`config.mk`:
```
export PLATFORM = sky130hd
export DESIGN_NAME = bdp_decide
export DESIGN_NICKNAME = d
export VERILOG_FILES = /design/src/design/branch_direction_predictor_defines.svh /design/src/design/bdp_pkg.sv /design/src/design/bdp_decide.sv
export SDC_FILE = /design/constraint.sdc
export NUM_CORES = 1
export LEC_CHECK = 0
export ABC_AREA = 1
export BUFFER_PORTS_ARGS = -buffer_cell sky130_fd_sc_hd__buf_2
export CORE_MARGIN = 8
export CORE_UTILIZATION = 40
export DETAILED_ROUTE_END_ITERATION = 16
export PLACE_DENSITY = 0.6
export SYNTH_ARGS = -nofsm -noshare
export SYNTH_HDL_FRONTEND = slang
export SYNTH_SLANG_ARGS = --single-unit
```
`constraint.sdc`:
```
create_clock -name vclk -period 3.8
set_input_delay 0.38 -clock vclk [all_inputs]
set_output_delay 0.38 -clock vclk [all_outputs]
set_load 0.005 [all_outputs]
```
`src/design/branch_direction_predictor_defines.svh`:
```
`ifndef BRANCH_DIRECTION_PREDICTOR_DEFINES_SVH
`define BRANCH_DIRECTION_PREDICTOR_DEFINES_SVH

// checks that hold in the same cycle
`define BDP_ASSERT_NOW(name, prop, msg) \
    name: assert property (@(posedge i_clk) disable iff (!i_rst_n) prop) else $error(msg);

// checks of the form antecedent then consequent in the next cycle
`define BDP_ASSERT_NEXT(name, ante, cons, msg) \
    name: assert property (@(posedge i_clk) disable iff (!i_rst_n) (ante) |=> (cons)) \
        else $error(msg);

`endif

```
`src/design/bdp_pkg.sv`:
```
`timescale 1ns / 1ps
`default_nettype none

package bdp_pkg;

    localparam int C_LOCAL_PRED_ENTRIES = 2048;
    localparam int C_LOCAL_HIST_ENTRIES = 2048;
    localparam int C_GLOBAL_ENTRIES     = 8192;
    localparam int C_MAX_COUNT_BITS     = 8;

    localparam int C_CTR_W   = 8;
    localparam int C_CFG_W   = 4;
    localparam int C_CFG_IDX_W = 3;
    localparam int C_MASK_W  = 16;

    typedef logic [C_CTR_W-1:0] t_ctr;
    typedef logic [C_CFG_W-1:0] t_cfg;

    localparam logic [1:0] MODE_BIMODAL    = 2'd0;
    localparam logic [1:0] MODE_GSHARE     = 2'd1;
    localparam logic [1:0] MODE_TOURNAMENT = 2'd2;

    localparam logic [C_CFG_IDX_W-1:0] CFG_MODE         = 3'd0;
    localparam logic [C_CFG_IDX_W-1:0] CFG_LOCAL_BITS   = 3'd1;
    localparam logic [C_CFG_IDX_W-1:0] CFG_GLOBAL_BITS  = 3'd2;
    localparam logic [C_CFG_IDX_W-1:0] CFG_CHOICE_BITS  = 3'd3;
    localparam logic [C_CFG_IDX_W-1:0] CFG_LOCAL_PRED   = 3'd4;
    localparam logic [C_CFG_IDX_W-1:0] CFG_LOCAL_HIST   = 3'd5;
    localparam logic [C_CFG_IDX_W-1:0] CFG_GLOBAL_LOG2  = 3'd6;

    typedef enum logic [2:0] {
        S_CLEAR,
        S_IDLE,
        S_HIST,
        S_CTR,
        S_UPD
    } t_state;

    typedef struct packed {
        logic pred;
        logic lc_we;
        logic gc_we;
        logic cc_we;
        logic hist_we;
        logic ghist_we;
    } t_upd;

    function automatic int f_flog2(int n);
        int k;
        k = 0;
        for (int j = 1; j <= C_MASK_W; j++) begin
            if ((1 << j) <= n) begin
                k = j;
            end
        end
        return k;
    endfunction

    function automatic logic [C_MASK_W-1:0] f_mask(t_cfg req, logic [4:0] aw);
        logic [4:0]          k;
        logic [C_MASK_W-1:0] m;
        k = ({1'b0, req} > aw) ? aw : {1'b0, req};
        for (int j = 0; j < C_MASK_W; j++) begin
            m[j] = (5'(j) < k);
        end
        return m;
    endfunction

    function automatic t_cfg f_eff_bits(t_cfg b, t_cfg maxb);
        t_cfg e;
        if (b == '0) begin
            e = t_cfg'(1);
        end else if (b > maxb) begin
            e = maxb;
        end else begin
            e = b;
        end
        return e;
    endfunction

    function automatic logic f_ctr_dir(t_ctr c, t_cfg eff);
        logic [2:0] sel;
        sel = eff[2:0] - 3'd1;
        return c[sel];
    endfunction

    function automatic t_ctr f_ctr_train(t_ctr c, t_cfg eff, logic up);
        logic [C_CTR_W:0] maxv;
        t_ctr             r;
        maxv = ((C_CTR_W+1)'(1) << eff) - (C_CTR_W+1)'(1);
        r = c;
        if (up) begin
            if (c < maxv[C_CTR_W-1:0]) begin
                r = c + t_ctr'(1);
            end
        end else if (c != '0) begin
            r = c - t_ctr'(1);
        end
        return r;
    endfunction

endpackage

`default_nettype wire

```
`src/design/bdp_decide.sv`:
```
`timescale 1ns / 1ps
`default_nettype none

module bdp_decide #(
    parameter int MAX_COUNT_BITS = bdp_pkg::C_MAX_COUNT_BITS
) (
    input  wire logic [1:0]                i_mode,
    input  wire bdp_pkg::t_cfg             i_local_bits,
    input  wire bdp_pkg::t_cfg             i_global_bits,
    input  wire bdp_pkg::t_cfg             i_choice_bits,
    input  wire logic                      i_taken,
    input  wire logic [MAX_COUNT_BITS-1:0] i_lc,
    input  wire logic [MAX_COUNT_BITS-1:0] i_gc,
    input  wire logic [MAX_COUNT_BITS-1:0] i_cc,
    output bdp_pkg::t_upd                  o_ctl,
    output logic [MAX_COUNT_BITS-1:0]      o_lc,
    output logic [MAX_COUNT_BITS-1:0]      o_gc,
    output logic [MAX_COUNT_BITS-1:0]      o_cc
);
    import bdp_pkg::*;

    localparam t_cfg MAXB = t_cfg'(MAX_COUNT_BITS);

    t_cfg le, ge, ce;
    t_ctr lc_x, gc_x, cc_x;
    t_ctr lc_t, gc_t, cc_t;
    logic lpred, gpred, cpred;

    assign le    = f_eff_bits(i_local_bits, MAXB);
    assign ge    = f_eff_bits(i_global_bits, MAXB);
    assign ce    = f_eff_bits(i_choice_bits, MAXB);
    assign lc_x  = t_ctr'(i_lc);
    assign gc_x  = t_ctr'(i_gc);
    assign cc_x  = t_ctr'(i_cc);
    assign lpred = f_ctr_dir(lc_x, le);
    assign gpred = f_ctr_dir(gc_x, ge);
    assign cpred = f_ctr_dir(cc_x, ce);
    assign lc_t  = f_ctr_train(lc_x, le, i_taken);
    assign gc_t  = f_ctr_train(gc_x, ge, i_taken);
    // choice moves toward global when local was wrong
    assign cc_t  = f_ctr_train(cc_x, ce, lpred != i_taken);

    assign o_lc = lc_t[MAX_COUNT_BITS-1:0];
    assign o_gc = gc_t[MAX_COUNT_BITS-1:0];
    assign o_cc = cc_t[MAX_COUNT_BITS-1:0];

    always_comb begin
        o_ctl = '0;
        unique case (i_mode)
            MODE_BIMODAL: begin
                o_ctl.pred  = lpred;
                o_ctl.lc_we = 1'b1;
            end
            MODE_GSHARE: begin
                o_ctl.pred     = gpred;
                o_ctl.gc_we    = 1'b1;
                o_ctl.ghist_we = 1'b1;
            end
            MODE_TOURNAMENT: begin
                o_ctl.pred     = cpred ? gpred : lpred;
                o_ctl.lc_we    = 1'b1;
                o_ctl.gc_we    = 1'b1;
                o_ctl.cc_we    = (lpred != gpred);
                o_ctl.hist_we  = 1'b1;
                o_ctl.ghist_we = 1'b1;
            end
            default: begin
                o_ctl = '0;
            end
        endcase
    end

endmodule

`default_nettype wire

```
# --- After elaboration in Yosys (flattened, before gate mapping) ---
# Index checks and enable logic that the tools add are counted.
word_totals:
  reg_bits: 0
  in_bits: 39
  out_inout_bits: 30
  word_cells: 63
classes:
  n_addsub: 12
  n_lt_le_gt_ge: 9
  eq_ne: 4
  shifts: 3
  muxes: 26
  reduce_logical: 9
ops:
  columns: ["operator", "count"]
  rows:
  - ["2-to-1 mux 8 bit", 9]
  - ["adder 8 x 1 -> 8 bit (second input constant)", 3]
  - ["< comparator 8 bit", 3]
  - ["2-to-1 mux 4 bit", 6]
  - ["nonzero test 8 bit", 3]
  - ["left shift 1 x 4 -> 8 bit (first input constant)", 3]
  - ["subtractor 8 x 1 -> 8 bit (second input constant)", 3]
  - ["subtractor 8 x 2 -> 8 bit (second input constant)", 3]
  - ["greater-than comparator 4 bit (second input constant)", 3]
  - ["logical NOT 4 bit", 3]
  - ["< comparator 3 x 4 -> 1 bit (second input constant)", 3]
  - ["binary-select mux 1 bit (select 3 bit)", 3]
  - ["subtractor 3 x 1 -> 3 bit (second input constant)", 3]
  - ["2-to-1 mux 1 bit", 6]
  - ["OR reduction 2 bit", 2]
  - ["one-hot mux 1 bit (3 select lines)", 1]
  - ["equality test 2 x 1 -> 1 bit (second input constant)", 1]
  - ["equality test 2 bit (second input constant)", 1]
  - ["logical NOT 2 bit", 1]
  - ["2-to-1 mux 2 bit", 1]
  - ["inequality test 1 bit", 2]

# --- Depth between registers and ports, before layout ---
# Gate-level depths: netlist (run 1).
logic_depth:
  word_depth: 8
  mapped_depth: 21
  mapped_depth_nobuf: 21

# --- Worst setup path after synthesis (run 1) ---
# Ideal clock, no wire load.
synth_timing:
  path_kind: "input to output"
  startpoint: "input i_global_bits[3]"
  endpoint: "output o_gc[1]"
  arrival_time_ns: 2.902
  required_time_ns: 3.420
  setup_slack_ns: 0.518
  cell_stages: 20
  path_buffers: 0
  path_cell_list: "nor2_4 nand2_2 nand2_2 inv_1 ha_1 nand2_1 nand2_1 inv_2 nand3_1 a21oi_1 nand3_1 xnor2_1 ha_1 nand2_1 nor2_1 a211oi_2 nand2_2 nand2_1 nand2_1 o21ai_1"
synth_via:
  elab_chain_len: 8
  word_cells_on_any_way: 9
  cone_classes: "add/sub: 1; order compare: 2; shift: 1; mux: 4; reduce/logical: 1"
synth_lines:
  columns: ["item", "line_no", "text"]
  rows:
  - ["start, declared", "bdp_decide.sv:9", "input wire bdp_pkg::t_cfg i_global_bits,"]
  - ["greater-than comparator 4 bit", "bdp_pkg.sv:73", "end else if (b > maxb) begin"]
  - ["2-to-1 mux 4 bit", "bdp_pkg.sv:73", null]
  - ["2-to-1 mux 4 bit (*)", "bdp_pkg.sv:71", "if (b == '0) begin"]
  - ["left shift 1 x 4 -> 8 bit (*)", "bdp_pkg.sv:90", "maxv = ((C_CTR_W+1)'(1) << eff) - (C_CTR_W+1)'(1);"]
  - ["subtractor 8 x 2 -> 8 bit (*)", "bdp_pkg.sv:90", null]
  - ["< comparator 8 bit (*)", "bdp_pkg.sv:93", "if (c < maxv[C_CTR_W-1:0]) begin"]
  - ["2-to-1 mux 8 bit (*)", "bdp_pkg.sv:93", null]
  - ["2-to-1 mux 8 bit (*)", "bdp_pkg.sv:92", "if (up) begin"]
  - ["end, declared", "bdp_decide.sv:17", "output logic [MAX_COUNT_BITS-1:0] o_gc,"]
# Every way passes the cells marked *; elsewhere a longest branch is shown, timed or not.

# --- Worst setup path after layout (run 1) ---
layout_timing:
  startpoint: "input i_global_bits[3]"
  endpoint: "output o_gc[0]"
# The elaborated chain is that of the path after synthesis.

==> results list, run 1 <==
- The first global-routing pass estimated about 15000 um of wire.
- Count of clock buffers in the final design: 0
- Critical path's largest stage delay: 0.28 ns
- Sequential cell count: 0
- Final GP Congestion: 0.896
- Data required time of the critical path: 3.42 ns
- Across every metal layer, demand over resource in global routing totals 0.157.
- In the routed layout, each cell is associated on average with a via count of 5.04.
- After layout, the worst setup slack is 0.305 ns.
* Area growth syn-to-layout: 15.7%
- Input and output buffers added on the ports amount to 69.
* Average instance area after synthesis: about 5.8 um^2
- Setup repair after global routing missed its margin: no
- Worst Hold Slack: 1.12 ns
- The worst setup path is captured at a primary output.
- Share of post-route cells with drive strength above 1: 0.201
- Max_slew headroom: 0.752
- In this run the vertical extent of the chip is around 100 um.
- The number of antenna diodes in the final layout is 0.
- Category of the critical setup timing path: input pin to primary output
- Across the VDD grid, the largest voltage drop is 71.9 uV.
- Number of iterations in the first detailed-routing pass: 4
- Across the whole layout, storage elements account for 0 um^2.
- Global routing finished with a remaining overflow of 0.
* Number of library cell types mapped by synthesis: 34
- Synth cell count leaders: nand2_1 (187), nand3_1 (81), ha_1 (52), inv_1 (49), xor2_1 (38)
* Min Tclk post-route: approximately 3.5 ns
* Worst-path fanout max: 8
* Worst EP arrival: 3.11 ns
* Fin nets: 701
* Static Leakage: 2.10 nW
* # DRC: 0
* Synth Net Count: 631
- Hold Crit Class: input pin to primary output
- Cell taking the most area after synthesis: nand2_1
- The die covers roughly 11000 um^2.
- Total standard cell area after synthesis: 3110 um^2
* Number of max-slew violations in the final report: 0
* Cells after DPL: between 700 and 800
- Final routed wirelength across all metal layers: 8840 um
* Via count of the first global-routing pass: around 3500
- Standard cell with the maximum stage delay on the critical path: ha_1
- By area the synthesized netlist is led by nand2_1 (23%), ha_1 (21%), nand3_1 (13%).
- The cell that appears most often on the critical path is nand2_1.
- Run status: completed
- Die extent in x: 104 um
- In this run, post-CTS hold repair placed 0 buffers.
- Setup Slack @ Placement: between 0.2 and 0.25 ns
- Most instantiated library cell after synthesis: nand2_1
- After detailed routing, the average wire length per cell comes to 12.5 um.
- Number of instances in the synthesized netlist: 540
* First DRT Iteration DRCs: 164
- The layout has 843 filler cells.
- Dividing the final minimum period by the clock period gives 0.920.
- For this design the ratio of total power to cell area is 158 nW/um^2.
- For the pin with the worst max-slew slack, the measured transition is ~0.37 ns.
* Final Setup Violations: 0
- between 60 and 70 I/O pins were placed.
* Antenna violations before repair: 0
- Fin. Hold Viols: 0
* Largest net degree at the start of global routing: 21
- The finished layout holds 710 standard cells, fillers aside.
- Once detailed placement completed, the half-perimeter wirelength came to approximately 7300 um.
- Launching element type of the critical path: input pin
- Area of the placeable core: 7650 um^2
* Area share of the largest cell type after synthesis: 0.225
- Share of synthesized area occupied by flip-flops and latches: 0
* Starting Density: 0.407
* Total via count after detailed routing: ~3600
* Placement row count: 32
- Yosys printed 0 warnings.
- After clock tree synthesis, the repair step resized 0 gates.
- After clock tree synthesis, the setup repair step added 0 buffers.
- Once detail routing completed, the nets flagged for antenna violations numbered 0.
* Highest attainable clock frequency: 286 MHz
- Adding up every negative setup slack in the final design gives 0 ns.
* Max-cap violation count: 0
- Critical Path, Cell by Cell: buf_2, inv_2, nand2_1, nand2_2, inv_1, ha_1, nand2_1, nand2_1, inv_2, nand3_1, a21oi_2, nand3_1, xnor2_1, ha_1, nand2_1, nor2_1, a211oi_2, buf_4, nand3_1, nand2_1, nand2_1, nand2_1, buf_2
==> cell families (layout without fill, tap and decap cells) <==
group | Yosys count | after routing | share of synthesized area
compound gates | 30 | 30 | 0.0611
xor+xnor | 46 | 46 | 0.129
fa+ha+maj | 52 | 52 | 0.209
buf+inv | 66 | 134 | 0.0840
simple gates | 346 | 346 | 0.517
==> final timing paths <==
check | start | end | slack [ns] | cells after the start
worst max-delay path | i_global_bits[3] | o_gc[0] | 0.31 | 23
worst min-delay path | i_gc[0] | o_gc[0] | 1.12 | 4
==> final cells by class <==
| class | count | area (um^2) | area share |
|---|---|---|---|
| inverters | 58 | 220 | 0.0611 |
| multi-input cells | 474 | 2860 | 0.793 |
| repair buffers | 76 | 398 | 0.110 |
| well taps | 102 | 128 | 0.0354 |
==> worst max-delay path: cells and delay by family <==
kind	cells	cell delay (ns)
compound gates	2	0.35
xor+xnor	1	0.18
fa+ha+maj	2	0.51
buf+inv	6	0.64
simple gates	12	1.01
==> cell usage in the layout (no fill, tap or decap) <==
master / n
nor3_1: 8
o21ai_2: 3
nor2_1: 27
nor4_2: 2
nor4_1: 1
nand2_1: 187
a21oi_1: 12
nand3b_4: 1
xor2_1: 38
inv_2: 8
o21ai_0: 5
nand2_8: 1
nand4_2: 1
nand3b_1: 1
nor2_2: 1
o21ai_1: 3
nand3_2: 2
buf_2: 69
nand3_1: 81
inv_1: 49
nor2_4: 3
a21oi_2: 1
a211oi_2: 3
nand2_4: 3
o21bai_1: 2
inv_4: 1
buf_4: 7
a31oi_1: 1
nand4_1: 11
ha_1: 52
xnor2_1: 8
nor3b_2: 1
or2_2: 1
nand2_2: 14
==> through the flow <==
step	utilization	power, W	instance area, um^2
finish	0.471	0.000568	3600
detailed placement	0.471	0.000567	3600
global placement	0.471	0.000565	3600
global route	0.471	0.000647	3600
floorplan	-	0.000385	3110
CTS	0.471	0.000570	3600
==> power by group <==
part	internal (W)	leakage (nW)	total, W	switching [W]
registers	0	0	0	0
logic	0.000226	2.10	0.000568	0.000342
clock network	0	0	0	0
total	0.000226	2.10	0.000568	0.000342
==> routing by layer <==
layer	global-route usage	part of all wire	vias to the layer above
met5	0	0	-
met4	0.0176	0.0090	0
met3	0.0161	0.057	6
met2	0.287	0.48	100
met1	0.197	0.46	1580
li1	-	-	1890
(Power assumes the default switching activity.)
==> run 2: changes to the inputs <==
Settings changed: GPL_TIMING_DRIVEN from default to 0.
Clock period 3.8 ns to 3.4 ns, I/O delays scaled along.
==> run 2 against run 1 <==
Compared with the run above: via count up 4.7%; worst hold slack worse by 0.064 ns; sequential share of layout area unchanged; critical endpoint is now o_lc[1]; critical path depth down 5; worst setup slack worse by 0.19 ns; non-clock buffer count up 26; total power up 30%; clock-buffer cell count unchanged; final cell count up 3.7%; core utilization up 7.1 points.
==> results list, run 2 (same netlist as run 1, synthesis figures left out) <==
- The routed wire length per instance came to 13.0 um (was 12.5 um).
- The via total after detailed routing was 3744 (was 3576).
- The routability congestion estimate came to 0.861 (was 0.896).
- The global-route congestion overflow total came to 0 (unchanged).
- The area taken by flip-flops and latches came to 0 um^2 (unchanged).
* Maximum vdd ir drop: 91.9 uV (was 71.9 uV)
* Fin nets: 727 (was 701)
* Number of max-slew violations in the final report: 0 (unchanged)
- Max-cap violation count: 0 (unchanged)
- Worst Max-Slew Pin Slew: 0.465 ns (was 0.373 ns)
- Derived from the worst setup path, the maximum achievable clock frequency is 304 MHz.
* Total power draw: 0.000741 W (was 0.000568 W)
- The worst path required time is 3.06 ns (was 3.42 ns).
- Share of post-route cells with drive strength above 1: 0.292 (was 0.201)
- The pre-CTS worst setup slack came to -0.610 ns (was 0.236 ns).
- The overall routing resource usage was 0.165 (was 0.157).
- The leakage power is 2.32 nW (was 2.10 nW).
- The worst endpoint data arrival time was 2.95 ns (was 3.11 ns).
- The met3 global-route usage came to 0.0155 (was 0.0161).
- Setup repair after global routing missed its margin: yes (was no)
- Area occupied by multi-input gates: 3130 um^2 (was 2860 um^2)
- The count of pins on the block boundary came to 69 (unchanged).
* Min Tclk post-route: 3.29 ns
- Hold buffer count at cts: 0 (unchanged)
* Number of antenna diodes: 0 (unchanged)
- The first-pass iteration count of the detailed router is 4 (unchanged).
- Via count of the first global-routing pass: 3598 (was 3488)
- Run status: completed (unchanged).
* Hold Crit Class: input pin to primary output (unchanged)
- Final Setup Violations: 0 (unchanged)
- Max_slew headroom: 0.690 (was 0.752)
- The net switching power came to 0.000427 W (was 0.000342 W).
- Worst path setup slack after routing: 0.112 ns (was 0.305 ns)
- Area growth syn-to-layout: 33.0% (was 15.7%)
- Critical path capture point type: primary output (unchanged)
- The critical path class is input pin to primary output (unchanged).
- The clock tree buffer count of the final layout is 0 (unchanged).
- Area of the placeable core: 7650 um^2 (unchanged)
* Global-route wire length before repair: 16000 um (was 15400 um)
- Proportion of power drawn by flip-flops and latches: 0 (about the same)
- The half-perimeter wire length after placement came to 7330 um (was 7340 um).
* Antenna violations before repair: 0 (unchanged)
- Crit share post-route: 0.967
- The width of the die came to 104 um (unchanged).
- The post-detailed-route count of antenna-violating nets was 0 (unchanged).
- Number of buffers inserted by port buffering: 69 (unchanged)
* Most common library cell in the layout ignoring fill and taps: nand2_1 (unchanged)
* Sequential cell count: 0 (unchanged)
- The switching share of total power is 0.575 (was 0.603).
* Global routing usage on met1: 0.208 (was 0.197)
- Largest net degree at the start of global routing: 12 (was 21)
- Post-route core utilization: 0.542 (was 0.471)
* Die span in y: 104 um (unchanged)
- Most utilized layer in the global route result: met2 (unchanged)
- The worst hold margin came to 1.06 ns (was 1.12 ns).
- Number of vias per cell after detailed routing: 5.09 (was 5.04)
- The startpoint class of the critical path was an input pin (unchanged).
- Most frequent cells in the layout: nand2_1 (174), nand3_1 (78), buf_2 (64), inv_1 (47), ha_1 (43) (was nand2_1 (187), nand3_1 (81), buf_2 (69), ha_1 (52), inv_1 (49)).
- The met2 global-route usage came to 0.291 (was 0.287).
- Worst-path fanout max: 6 (was 8)
- Placement row count: 32 (unchanged)
* Starting Density: 0.407 (unchanged)
* Power density relative to cell area: 179 nW/um^2 (was 158 nW/um^2)
- Fin. Hold Viols: 0 (unchanged)
- Clk pwr share: 0 (about the same)
- The detailed-route DRC error count is 0 (unchanged).
- The share of power burned in combinational logic was 1.000 (about the same).
- Final routed wirelength across all metal layers: 9580 um (was 8840 um)
* Fillers: 784 (was 843)
- The full die area was 10900 um^2 (unchanged).
- First DRT Iteration DRCs: 172 (was 164)
* Pint: 0.000315 W (was 0.000226 W)
-- run 2: cell types whose count changed in the layout (fill, tap and decap cells not counted), moves of 4 or more --
cell     previous run  this run
buf_2              69        64
nor2_1             27        22
ha_4                0         4
nand2_1           187       174
buf_4               7        24
ha_2                0         5
ha_1               52        43
nand2_4             3        14
buf_6               0        12
-- run 2: final timing paths --
check,start,endpoint,slack [ns],depth (start not counted)
setup / recovery,i_local_bits[2],o_lc[1],0.11,18
hold / removal,i_lc[0],o_lc[0],1.06,4
-- run 2: worst max-delay path, stage by stage --
cell and delay (ns):
buf_6 0.11, o21bai_4 0.14, nand2_4 0.09, ha_4 0.17, nand2_4 0.07, nand2_1 0.08, nor3b_2 0.28, nand3b_1 0.13
xnor2_1 0.14, ha_1 0.35, nand2_1 0.09, nor2_2 0.05, a211oi_4 0.28, nand2_2 0.16, nand2_1 0.09, nand2_1 0.06
o21ai_2 0.17, buf_2 0.14
-- run 2: power groups by stage --
stage / logic [W] / registers, W / clock network, W
2_1_floorplan: 0.000430 / 0 / 0
3_3_place_gp: 0.000618 / 0 / 0
3_5_place_dp: 0.000624 / 0 / 0
4_1_cts: 0.000673 / 0 / 0
5_1_grt: 0.000837 / 0 / 0
6_report: 0.000741 / 0 / 0
-- run 2: layer usage --
metal  vias to the layer above  part of all wire
li1                       1943                 -
met2                       101              0.49
met3                        14             0.044
met1                      1686              0.45
met4                         0             0.020
met5                         -                 0
-- run 2: final cells by class --
cell class | instances | area share
Inverter | 58 | 0.0550
Tap cell | 102 | 0.0308
Multi-Input combinational cell | 474 | 0.756
Timing Repair Buffer | 94 | 0.146
Buffer | 8 | 0.0115
-- run 2: per-stage QoR --
step / std cells / area (um^2) / setup TNS (ns)
CTS: 720 / 3720 / -0.0253
global placement: 711 / 3590 / -7.41
global route: 736 / 4140 / -0.251
detailed placement: 711 / 3590 / -8.44
finish: 736 / 4140 / 0
floorplan: 540 / 3110 / 0
-- run 2: repair_timing --
action / in CTS / in global routing
gates resized for setup: 15 / 80
buffers inserted: 9 / 16
endpoints found under the hold margin: 0 / 0
pin swaps: 12 / 44
gates cloned: 0 / 0
setup endpoints to repair: 24 / 24
